**src/design/aei_pkg.sv**
```systemverilog
// Shared constants and types for the arithmetic-coding interval encoder.
`default_nettype none

package aei_pkg;

  localparam int PRECISION_DEF = 32;
  localparam int FREQ_BITS_DEF = 16;

  // fixed field widths of the request and result channels
  localparam int FieldW  = 16;
  localparam int PendW   = 8;
  localparam int FollowW = 9;

  // rescale iterations allowed per symbol, also the bound on results
  localparam int IterCap = 32;
  localparam int IterW   = $clog2(IterCap + 1);

  typedef enum logic [0:0] {
    CMD_ENCODE = 1'b0,
    CMD_FINISH = 1'b1
  } cmd_e;

  typedef enum logic [1:0] {
    CTL_IDLE,
    CTL_SCALE,
    CTL_RESCALE,
    CTL_FINISH
  } ctl_state_e;

  typedef enum logic [1:0] {
    SCL_IDLE,
    SCL_MUL,
    SCL_LOAD,
    SCL_DIV
  } scl_state_e;

endpackage

`default_nettype wire

```
**src/design/aei_sym_if.sv**
```systemverilog
// Symbol request channel: command and model frequencies.
`default_nettype none

interface aei_sym_if
  import aei_pkg::*;
();
  logic              valid;
  logic              ready;
  logic              command;
  logic [FieldW-1:0] cum_freq;
  logic [FieldW-1:0] freq;
  logic [FieldW-1:0] total;

  modport source (output valid, output command, output cum_freq, output freq,
                  output total, input ready);
  modport sink   (input valid, input command, input cum_freq, input freq,
                  input total, output ready);
endinterface

`default_nettype wire

```
**src/design/aei_res_if.sv**
```systemverilog
// Result channel: emitted lead bit and its follow count.
`default_nettype none

interface aei_res_if
  import aei_pkg::*;
();
  logic               valid;
  logic               ready;
  logic               lead_bit;
  logic [FollowW-1:0] follow_count;
  logic               last;

  modport source (output valid, output lead_bit, output follow_count,
                  output last, input ready);
  modport sink   (input valid, input lead_bit, input follow_count,
                  input last, output ready);
endinterface

`default_nettype wire

```
**src/design/aei_scale.sv**
```systemverilog
// Bit-serial round(w*c/t), half up: shift-add multiply then restoring divide.
`default_nettype none

module aei_scale
  import aei_pkg::*;
#(
  parameter int PRECISION = PRECISION_DEF,
  parameter int FREQ_BITS = FREQ_BITS_DEF
) (
  input  wire logic                 clk_i,
  input  wire logic                 rst_ni,
  input  wire logic                 start_i,
  input  wire logic [PRECISION:0]   w_i,
  input  wire logic [FREQ_BITS-1:0] c_i,
  input  wire logic [FREQ_BITS-1:0] t_i,
  output logic                      done_o,
  output logic [PRECISION:0]        q_o
);

  localparam int AccW   = PRECISION + FREQ_BITS + 1;
  localparam int NumW   = AccW + 1;
  localparam int CntMax = (FREQ_BITS > PRECISION + 1) ? FREQ_BITS : PRECISION + 1;
  localparam int CntW   = $clog2(CntMax + 1);

  scl_state_e state_q, state_d;

  logic [CntW-1:0]      cnt_q, cnt_d;
  logic [AccW-1:0]      acc_q, acc_d;
  logic [PRECISION:0]   w_q, w_d;
  logic [FREQ_BITS-1:0] c_q, c_d;
  logic [FREQ_BITS-1:0] t_q, t_d;
  logic [FREQ_BITS:0]   rem_q, rem_d;
  logic [PRECISION:0]   sh_q, sh_d;
  logic                 done_q, done_d;

  logic                 mul_last, div_last;
  logic [NumW-1:0]      num;
  logic [FREQ_BITS:0]   dsr;
  logic [FREQ_BITS+1:0] trial;
  logic [FREQ_BITS+1:0] diff;
  logic                 ge;

  assign mul_last = (cnt_q == CntW'(FREQ_BITS - 1));
  assign div_last = (cnt_q == CntW'(PRECISION));
  assign num      = {acc_q, 1'b0} + NumW'(t_q);
  assign dsr      = {t_q, 1'b0};
  assign trial    = {rem_q, sh_q[PRECISION]};
  assign diff     = trial - {1'b0, dsr};
  assign ge       = (trial >= {1'b0, dsr});

  always_comb begin
    state_d = state_q;
    unique case (state_q)
      SCL_IDLE: if (start_i) state_d = SCL_MUL;
      SCL_MUL:  if (mul_last) state_d = SCL_LOAD;
      SCL_LOAD: state_d = SCL_DIV;
      SCL_DIV:  if (div_last) state_d = SCL_IDLE;
      default:  state_d = SCL_IDLE;
    endcase
  end

  always_comb begin
    cnt_d  = cnt_q;
    acc_d  = acc_q;
    w_d    = w_q;
    c_d    = c_q;
    t_d    = t_q;
    rem_d  = rem_q;
    sh_d   = sh_q;
    done_d = 1'b0;
    unique case (state_q)
      SCL_IDLE: begin
        if (start_i) begin
          w_d   = w_i;
          c_d   = c_i;
          t_d   = t_i;
          acc_d = '0;
          cnt_d = '0;
        end
      end
      SCL_MUL: begin
        // MSB first
        acc_d = {acc_q[AccW-2:0], 1'b0} + (c_q[FREQ_BITS-1] ? AccW'(w_q) : '0);
        c_d   = {c_q[FREQ_BITS-2:0], 1'b0};
        cnt_d = cnt_q + CntW'(1);
      end
      SCL_LOAD: begin
        // quotient fits PRECISION+1 bits, so the top part is already below 2t
        rem_d = num[NumW-1:PRECISION+1];
        sh_d  = num[PRECISION:0];
        cnt_d = '0;
      end
      SCL_DIV: begin
        // remainder stays below 2t, so it needs FREQ_BITS+1 bits
        rem_d  = ge ? diff[FREQ_BITS:0] : trial[FREQ_BITS:0];
        sh_d   = {sh_q[PRECISION-1:0], ge};
        cnt_d  = cnt_q + CntW'(1);
        done_d = div_last;
      end
      default: ;
    endcase
  end

  always_ff @(posedge clk_i or negedge rst_ni) begin
    if (!rst_ni) begin
      state_q <= SCL_IDLE;
      done_q  <= 1'b0;
      cnt_q   <= '0;
    end else begin
      state_q <= state_d;
      done_q  <= done_d;
      cnt_q   <= cnt_d;
    end
  end

  always_ff @(posedge clk_i) begin
    acc_q <= acc_d;
    w_q   <= w_d;
    c_q   <= c_d;
    t_q   <= t_d;
    rem_q <= rem_d;
    sh_q  <= sh_d;
  end

  assign done_o = done_q;
  assign q_o    = sh_q;

endmodule

`default_nettype wire

```
**src/design/arith_encode_interval_core.sv**
```systemverilog
// Top level: interval narrowing and bit-plus-follow rescaling of the encoder.
//
// Channel | Dir | Handshake     | Payload
// sym_i   | in  | valid / ready | command, cum_freq, freq, total
// res_o   | out | valid / ready | lead_bit, follow_count, last
//
// Symbol request: after accept, the two serial scalers run their multiply, load and
//   divide steps, then the bounds are updated, then rescale iterates (at most 32
//   iterations) and closes.
// Finish request: after accept, the result is loaded once the output register is free.
// Requests are taken one at a time, only in idle; a result may still be waiting.
// Rescale stalls while a bit is held and the output register is still full.
// Reset: interval [0, 2^PRECISION), pending count zero.
`default_nettype none

module arith_encode_interval_core
  import aei_pkg::*;
#(
  parameter int PRECISION = PRECISION_DEF,
  parameter int FREQ_BITS = FREQ_BITS_DEF
) (
  input  wire logic  clk_i,
  input  wire logic  rst_ni,
  aei_sym_if.sink    sym_i,
  aei_res_if.source  res_o
);

  localparam logic [PRECISION:0] Whole    = {1'b1, {PRECISION{1'b0}}};
  localparam logic [PRECISION:0] Half     = Whole >> 1;
  localparam logic [PRECISION:0] Quarter  = Whole >> 2;
  localparam logic [PRECISION:0] TQuarter = Half + Quarter;
  localparam int                 ExtW     = (FREQ_BITS > FieldW) ? FREQ_BITS : FieldW;

  ctl_state_e state_q, state_d;

  logic [PRECISION:0] low_q, low_d;
  logic [PRECISION:0] high_q, high_d;
  logic [PendW-1:0]   pend_q, pend_d;
  logic [IterW-1:0]   iter_q, iter_d;

  // result waiting to learn whether it closes the request
  logic               held_q, held_d;
  logic               held_bit_q, held_bit_d;
  logic [PendW-1:0]   held_cnt_q, held_cnt_d;

  logic               out_valid_q, out_valid_d;
  logic               out_bit_q, out_bit_d;
  logic [FollowW-1:0] out_cnt_q, out_cnt_d;
  logic               out_last_q, out_last_d;

  logic [ExtW-1:0]      cum_x, fr_x, tot_x;
  logic [FREQ_BITS-1:0] cum_m, fr_m, tot_m, tot_c, lo_c, hi_c;
  logic [FREQ_BITS:0]   hi_sum;
  logic [PRECISION:0]   width_v, q_lo, q_hi;
  logic                 done_lo, done_hi;

  logic accept, start, out_free;
  logic cond_lo, cond_hi, cond_mid, at_cap, emit, mid, stop, step_ok;
  logic [PRECISION:0] low_sub, high_sub;

  // field masking and saturation of the model's frequencies
  assign cum_x  = ExtW'(sym_i.cum_freq);
  assign fr_x   = ExtW'(sym_i.freq);
  assign tot_x  = ExtW'(sym_i.total);
  assign cum_m  = cum_x[FREQ_BITS-1:0];
  assign fr_m   = fr_x[FREQ_BITS-1:0];
  assign tot_m  = tot_x[FREQ_BITS-1:0];
  assign tot_c  = (tot_m == '0) ? FREQ_BITS'(1) : tot_m;
  assign hi_sum = {1'b0, cum_m} + {1'b0, fr_m};
  assign hi_c   = (hi_sum > {1'b0, tot_c}) ? tot_c : hi_sum[FREQ_BITS-1:0];
  assign lo_c   = (cum_m > tot_c) ? tot_c : cum_m;
  assign width_v = high_q - low_q;

  assign sym_i.ready = (state_q == CTL_IDLE);
  assign accept      = sym_i.valid && sym_i.ready;
  assign start       = accept && (sym_i.command == CMD_ENCODE);
  assign out_free    = !out_valid_q || res_o.ready;

  aei_scale #(
    .PRECISION (PRECISION),
    .FREQ_BITS (FREQ_BITS)
  ) u_scale_lo (
    .clk_i   (clk_i),
    .rst_ni  (rst_ni),
    .start_i (start),
    .w_i     (width_v),
    .c_i     (lo_c),
    .t_i     (tot_c),
    .done_o  (done_lo),
    .q_o     (q_lo)
  );

  aei_scale #(
    .PRECISION (PRECISION),
    .FREQ_BITS (FREQ_BITS)
  ) u_scale_hi (
    .clk_i   (clk_i),
    .rst_ni  (rst_ni),
    .start_i (start),
    .w_i     (width_v),
    .c_i     (hi_c),
    .t_i     (tot_c),
    .done_o  (done_hi),
    .q_o     (q_hi)
  );

  // rescale decode
  assign cond_lo  = (high_q < Half);
  assign cond_hi  = (low_q > Half);
  assign cond_mid = (low_q > Quarter) && (high_q < TQuarter);
  assign at_cap   = (iter_q == IterW'(IterCap));
  assign emit     = !at_cap && (cond_lo || cond_hi);
  assign mid      = !at_cap && !emit && cond_mid;
  assign stop     = !emit && !mid;
  assign step_ok  = !held_q || out_free;

  always_comb begin
    low_sub  = low_q;
    high_sub = high_q;
    if (emit && !cond_lo) begin
      low_sub  = low_q - Half;
      high_sub = high_q - Half;
    end else if (mid) begin
      low_sub  = low_q - Quarter;
      high_sub = high_q - Quarter;
    end
  end

  always_comb begin
    state_d = state_q;
    unique case (state_q)
      CTL_IDLE: begin
        if (accept) begin
          state_d = (sym_i.command == CMD_FINISH) ? CTL_FINISH : CTL_SCALE;
        end
      end
      CTL_SCALE:   if (done_lo) state_d = CTL_RESCALE;
      CTL_RESCALE: if (stop && step_ok) state_d = CTL_IDLE;
      CTL_FINISH:  if (out_free) state_d = CTL_IDLE;
      default:     state_d = CTL_IDLE;
    endcase
  end

  always_comb begin
    low_d       = low_q;
    high_d      = high_q;
    pend_d      = pend_q;
    iter_d      = iter_q;
    held_d      = held_q;
    held_bit_d  = held_bit_q;
    held_cnt_d  = held_cnt_q;
    out_valid_d = out_valid_q && !res_o.ready;
    out_bit_d   = out_bit_q;
    out_cnt_d   = out_cnt_q;
    out_last_d  = out_last_q;
    unique case (state_q)
      CTL_IDLE: ;
      CTL_SCALE: begin
        if (done_lo) begin
          low_d  = low_q + q_lo;
          high_d = low_q + q_hi;
          iter_d = '0;
        end
      end
      CTL_RESCALE: begin
        if (step_ok) begin
          if (held_q && (emit || stop)) begin
            out_valid_d = 1'b1;
            out_bit_d   = held_bit_q;
            out_cnt_d   = FollowW'(held_cnt_q);
            out_last_d  = stop;
            held_d      = 1'b0;
          end
          if (emit) begin
            held_d     = 1'b1;
            held_bit_d = !cond_lo;
            held_cnt_d = pend_q;
            pend_d     = '0;
          end else if (mid && pend_q != '1) begin
            pend_d = pend_q + PendW'(1);
          end
          if (!stop) begin
            low_d  = {low_sub[PRECISION-1:0], 1'b0};
            high_d = {high_sub[PRECISION-1:0], 1'b0};
            iter_d = iter_q + IterW'(1);
          end
        end
      end
      CTL_FINISH: begin
        if (out_free) begin
          out_valid_d = 1'b1;
          out_bit_d   = (low_q > Quarter);
          out_cnt_d   = FollowW'(pend_q) + FollowW'(1);
          out_last_d  = 1'b1;
          low_d       = '0;
          high_d      = Whole;
          pend_d      = '0;
        end
      end
      default: ;
    endcase
  end

  always_ff @(posedge clk_i or negedge rst_ni) begin
    if (!rst_ni) begin
      state_q     <= CTL_IDLE;
      low_q       <= '0;
      high_q      <= Whole;
      pend_q      <= '0;
      iter_q      <= '0;
      held_q      <= 1'b0;
      out_valid_q <= 1'b0;
    end else begin
      state_q     <= state_d;
      low_q       <= low_d;
      high_q      <= high_d;
      pend_q      <= pend_d;
      iter_q      <= iter_d;
      held_q      <= held_d;
      out_valid_q <= out_valid_d;
    end
  end

  always_ff @(posedge clk_i) begin
    held_bit_q <= held_bit_d;
    held_cnt_q <= held_cnt_d;
    out_bit_q  <= out_bit_d;
    out_cnt_q  <= out_cnt_d;
    out_last_q <= out_last_d;
  end

  assign res_o.valid        = out_valid_q;
  assign res_o.lead_bit     = out_bit_q;
  assign res_o.follow_count = out_cnt_q;
  assign res_o.last         = out_last_q;

`ifndef NO_ASSERTIONS
  a_scalers_in_step: assert property (@(posedge clk_i) disable iff (!rst_ni)
    done_lo == done_hi)
    else $error("interval scalers finished on different cycles");

  a_bounds_ordered: assert property (@(posedge clk_i) disable iff (!rst_ni)
    (state_q == CTL_RESCALE) |-> (low_q <= high_q))
    else $error("lower bound above upper bound during rescale");

  a_high_in_range: assert property (@(posedge clk_i) disable iff (!rst_ni)
    high_q <= Whole)
    else $error("upper bound beyond full range");

  a_held_in_rescale: assert property (@(posedge clk_i) disable iff (!rst_ni)
    held_q |-> (state_q == CTL_RESCALE))
    else $error("held result outside rescale");

  a_iter_bounded: assert property (@(posedge clk_i) disable iff (!rst_ni)
    (state_q == CTL_RESCALE) |-> (iter_q <= IterW'(IterCap)))
    else $error("rescale iteration count past cap");
`endif

endmodule

`default_nettype wire

```
**src/flat_wrapper.sv**
```systemverilog
// flat-port wrapper written by rule: the top's interface ports become plain ports
module arith_encode_interval_core_flat import aei_pkg::*;
#(
  parameter int PRECISION = PRECISION_DEF,
  parameter int FREQ_BITS = FREQ_BITS_DEF
)
  (clk_i, rst_ni, sym_i_valid, sym_i_command, sym_i_cum_freq, sym_i_freq, sym_i_total, sym_i_ready, res_o_valid, res_o_lead_bit, res_o_follow_count, res_o_last, res_o_ready);
  aei_sym_if sym_i_i ();
  aei_res_if res_o_i ();
  input  wire logic clk_i;
  input  wire logic rst_ni;
  input wire logic [$bits(sym_i_i.valid)-1:0] sym_i_valid;
  input wire logic [$bits(sym_i_i.command)-1:0] sym_i_command;
  input wire logic [$bits(sym_i_i.cum_freq)-1:0] sym_i_cum_freq;
  input wire logic [$bits(sym_i_i.freq)-1:0] sym_i_freq;
  input wire logic [$bits(sym_i_i.total)-1:0] sym_i_total;
  output wire logic [$bits(sym_i_i.ready)-1:0] sym_i_ready;
  output wire logic [$bits(res_o_i.valid)-1:0] res_o_valid;
  output wire logic [$bits(res_o_i.lead_bit)-1:0] res_o_lead_bit;
  output wire logic [$bits(res_o_i.follow_count)-1:0] res_o_follow_count;
  output wire logic [$bits(res_o_i.last)-1:0] res_o_last;
  input wire logic [$bits(res_o_i.ready)-1:0] res_o_ready;
  assign sym_i_i.valid = sym_i_valid;
  assign sym_i_i.command = sym_i_command;
  assign sym_i_i.cum_freq = sym_i_cum_freq;
  assign sym_i_i.freq = sym_i_freq;
  assign sym_i_i.total = sym_i_total;
  assign sym_i_ready = sym_i_i.ready;
  assign res_o_valid = res_o_i.valid;
  assign res_o_lead_bit = res_o_i.lead_bit;
  assign res_o_follow_count = res_o_i.follow_count;
  assign res_o_last = res_o_i.last;
  assign res_o_i.ready = res_o_ready;
  arith_encode_interval_core #(.PRECISION(PRECISION), .FREQ_BITS(FREQ_BITS)) u_core (.clk_i(clk_i), .rst_ni(rst_ni), .sym_i(sym_i_i), .res_o(res_o_i));
endmodule
```
**config.mk**
```make
export PLATFORM = sky130hd
export DESIGN_NAME = arith_encode_interval_core_flat
export DESIGN_NICKNAME = d
export VERILOG_FILES = /design/src/design/aei_pkg.sv /design/src/design/aei_sym_if.sv /design/src/design/aei_res_if.sv /design/src/design/aei_scale.sv /design/src/design/arith_encode_interval_core.sv /design/src/flat_wrapper.sv
export SDC_FILE = /design/constraint.sdc
export NUM_CORES = 1
export LEC_CHECK = 0
export BUFFER_PORTS_ARGS = -buffer_cell sky130_fd_sc_hd__buf_4
export CORE_MARGIN = 2
export CORE_UTILIZATION = 40
export DETAILED_ROUTE_END_ITERATION = 10
export GPL_ROUTABILITY_DRIVEN = 0
export HOLD_SLACK_MARGIN = 0.12
export SLEW_MARGIN = 20
export SYNTH_ARGS = -nofsm -noshare
export SYNTH_HDL_FRONTEND = slang
export SYNTH_HIERARCHICAL = 1
export SYNTH_SLANG_ARGS = --single-unit
```
**constraint.sdc**
```tcl
create_clock -name clk_i -period 4.7 [get_ports clk_i]
set_clock_uncertainty 0.05 [all_clocks]
set_input_delay 0.705 -clock clk_i [delete_from_list [all_inputs] [get_ports clk_i]]
set_output_delay 0.705 -clock clk_i [all_outputs]
set_load 0.005 [all_outputs]
```
==> impl_metrics.json <==
{
  "status": "finished clean",
  "synth_nets": 3870,
  "rsz0062_at_grt": "false",
  "grt_max_degree": 86,
  "register_area_um2": 12980,
  "detail_route.wirelength_um": 91470,
  "period_needed_ns": 4.228,
  "finalMaxSlewViolations": 0,
  "finalCritPeriodShare": 0.8995,
  "worst_r2r_endpoint": "u_core/u_scale_lo/acc_q[47]",
  "synthToLayoutAreaGrowth_pct": 10.44,
  "tritoncts_clock_tree": "yes",
  "vias_per_cell": 5.673,
  "rr_worst_depth": 11,
  "clock_insertion_delay_worst_skew_ns": 0.63,
  "worst_ep_arrival_time_ns": 4.55,
  "worst-slew-pin-transition_ns": 0.9713,
  "drt.antenna.violating_nets": 0,
  "worst_hold_path_type": "input pin to async pin",
  "timing.rr.start": "u_core/u_scale_lo/c_q[15]",
  "ios": 66,
  "post-cts-setup-buffers": 0,
  "initial_utilization": 0.4040,
  "power.density_nw_per_um2": 824.6,
  "setup_viols_final": 0,
  "finalInstanceArea_um2": 37270,
  "clock_sinks": 449,
  "fillCellCount": 8095,
  "port_buffers": 65,
  "ys_warnings": 6,
  "route.detailed.drc": 0,
  "cts.repair.resized": 0,
  "grt_antenna_before_repair": 0,
  "die_width_um": 294.5,
  "clockRootBuffer": "sky130_fd_sc_hd__clkbuf_16",
  "globalRouteOverflowTotal": 0,
  "drt-wirelength-per-cell_um": 19.57,
  "num_vias": 26510,
  "clkTransAtPathRegs_ns": 0.06,
  "netlist_instances": 3520,
  "core_um2": 83560,
  "multi_input_comb_area_um2": 19610,
  "first_global_vias": 25470,
  "postLayoutCoreUtil": 0.4461,
  "drv_cap": 0,
  "maximum_resistive_drop_on_vdd_uv": 355.8,
  "max_slew_margin": 0.3525,
  "groute.usage.overall": 0.2088,
  "cts.path.max_buffers": 3,
  "critical_path.startpoint_type": "input pin",
  "placed_area_um2": 35490,
  "grt_pass1_wl_um": 143700,
  "synth.cell_area_um2": 33750,
  "num-nets-final": 3898,
  "die_area_um2": 86720,
  "synthesis.area_per_instance_um2": 9.589,
  "layout_commonest_cell": "sky130_fd_sc_hd__edfxtp_1",
  "finalHoldViolations": 0,
  "fp-row-count": 106,
  "number_of_hold_buffers_added_after_cts": 0,
  "drt_pass1_iterations": 5,
  "place_hpwl_um": 68640,
  "layout_common_cells": "sky130_fd_sc_hd__edfxtp_1, sky130_fd_sc_hd__ha_1, sky130_fd_sc_hd__nand2_1",
  "cts-htree-levels": 2,
  "cts-buffers-inserted": 54,
  "timing_worst_setup_path_type": "input pin to register",
  "path_max_fanout": 9,
  "maxClockFrequency_ghz": 0.2365,
  "reg2reg_slack_ns": 0.80,
  "dr.first_iter.drc_count": 2134,
  "static-leakage-power_nw": 14.98,
  "post_route_cells_drive_above_1_share": 0.09741,
  "antennaDiodeCount": 0,
  "power_mw": 30.74,
  "fp.dieH_um": 294.5,
  "critical_path_required_ns": 5.02,
  "critical_path.endpoint_type": "register"
}
## flip-flops by register name, summed over array words and instances (netlist names), 16 cells and up
signal	cells
u_core/u_scale_lo/t_q	16
u_core/u_scale_lo/q_o	33
u_core/u_scale_lo/c_q	16
u_core/low_q	33
u_core/u_scale_hi/rem_q	17
u_core/u_scale_lo/acc_q	49
u_core/u_scale_hi/w_q	33
u_core/high_q	33
u_core/u_scale_lo/w_q	33
u_core/u_scale_hi/c_q	16
u_core/u_scale_hi/t_q	16
u_core/u_scale_hi/q_o	33
u_core/u_scale_hi/acc_q	49
u_core/u_scale_lo/rem_q	17
## stage by stage
stage          hold slack, ns  cells  setup TNS (ns)  setup slack (ns)
3_3_place_gp           0.4403   4572         -0.7950          -0.06371
3_5_place_dp           0.4499   4572          -1.452           -0.1125
2_1_floorplan          0.3594   3520               0           0.04012
6_report              0.07647   4673               0            0.4724
5_1_grt                0.1239   4673               0            0.3278
4_1_cts                0.2383   4673               0            0.5328
## worst max path at each step
| stage | start | cells after the start | endpoint | slack [ns] |
|---|---|---|---|---|
| floorplan | sym_i_cum_freq[0] | 18 | u_core/u_scale_hi/c_q[5] | 0.04 |
| global placement | sym_i_cum_freq[0] | 19 | u_core/u_scale_hi/c_q[5] | -0.06 |
| detailed placement | sym_i_cum_freq[0] | 20 | u_core/u_scale_hi/c_q[5] | -0.11 |
| CTS | sym_i_cum_freq[0] | 20 | u_core/u_scale_hi/c_q[6] | 0.53 |
| global route | sym_i_cum_freq[0] | 20 | u_core/u_scale_hi/c_q[9] | 0.33 |
| finish | sym_i_cum_freq[0] | 20 | u_core/u_scale_hi/c_q[5] | 0.47 |
## power breakdown
part	internal (mW)	switching (mW)
combinational	7.21	10.9
clock	2.43	1.80
sequential	6.89	1.47
total	16.5	14.2
## area by class of cell
type / instances / area share
multi-input combinational: 2762 / 0.5260
sequential: 449 / 0.3482
clock buffer: 68 / 0.03927
tap: 1080 / 0.03625
timing repair buffer: 117 / 0.02534
inverter: 164 / 0.01652
clock inverter: 33 / 0.008425
## metal layers
layer,track usage,vias up,wire (µm)
li1,-,13090,-
met1,0.2894,12670,42770
met2,0.3393,626,41940
met3,0.02308,124,3905
met4,0.06894,0,2851
met5,0,-,0
## critical path, cell delays in order
cell	delay [ns]
sky130_fd_sc_hd__buf_4	0.12
sky130_fd_sc_hd__ha_1	0.22
sky130_fd_sc_hd__fa_1	0.39
sky130_fd_sc_hd__a21o_1	0.18
sky130_fd_sc_hd__a21oi_1	0.24
sky130_fd_sc_hd__buf_4	0.16
sky130_fd_sc_hd__o21bai_1	0.06
sky130_fd_sc_hd__a21oi_1	0.19
sky130_fd_sc_hd__xnor2_1	0.18
sky130_fd_sc_hd__ha_1	0.29
sky130_fd_sc_hd__a21oi_1	0.14
sky130_fd_sc_hd__nor2b_1	0.06
sky130_fd_sc_hd__o21ai_0	0.17
sky130_fd_sc_hd__o211a_1	0.19
sky130_fd_sc_hd__o211ai_1	0.08
sky130_fd_sc_hd__a311oi_1	0.34
sky130_fd_sc_hd__o21ai_2	0.11
sky130_fd_sc_hd__buf_4	0.19
sky130_fd_sc_hd__mux2_2	0.28
sky130_fd_sc_hd__mux2_2	0.26
Power figures use the tool's default switching activity.
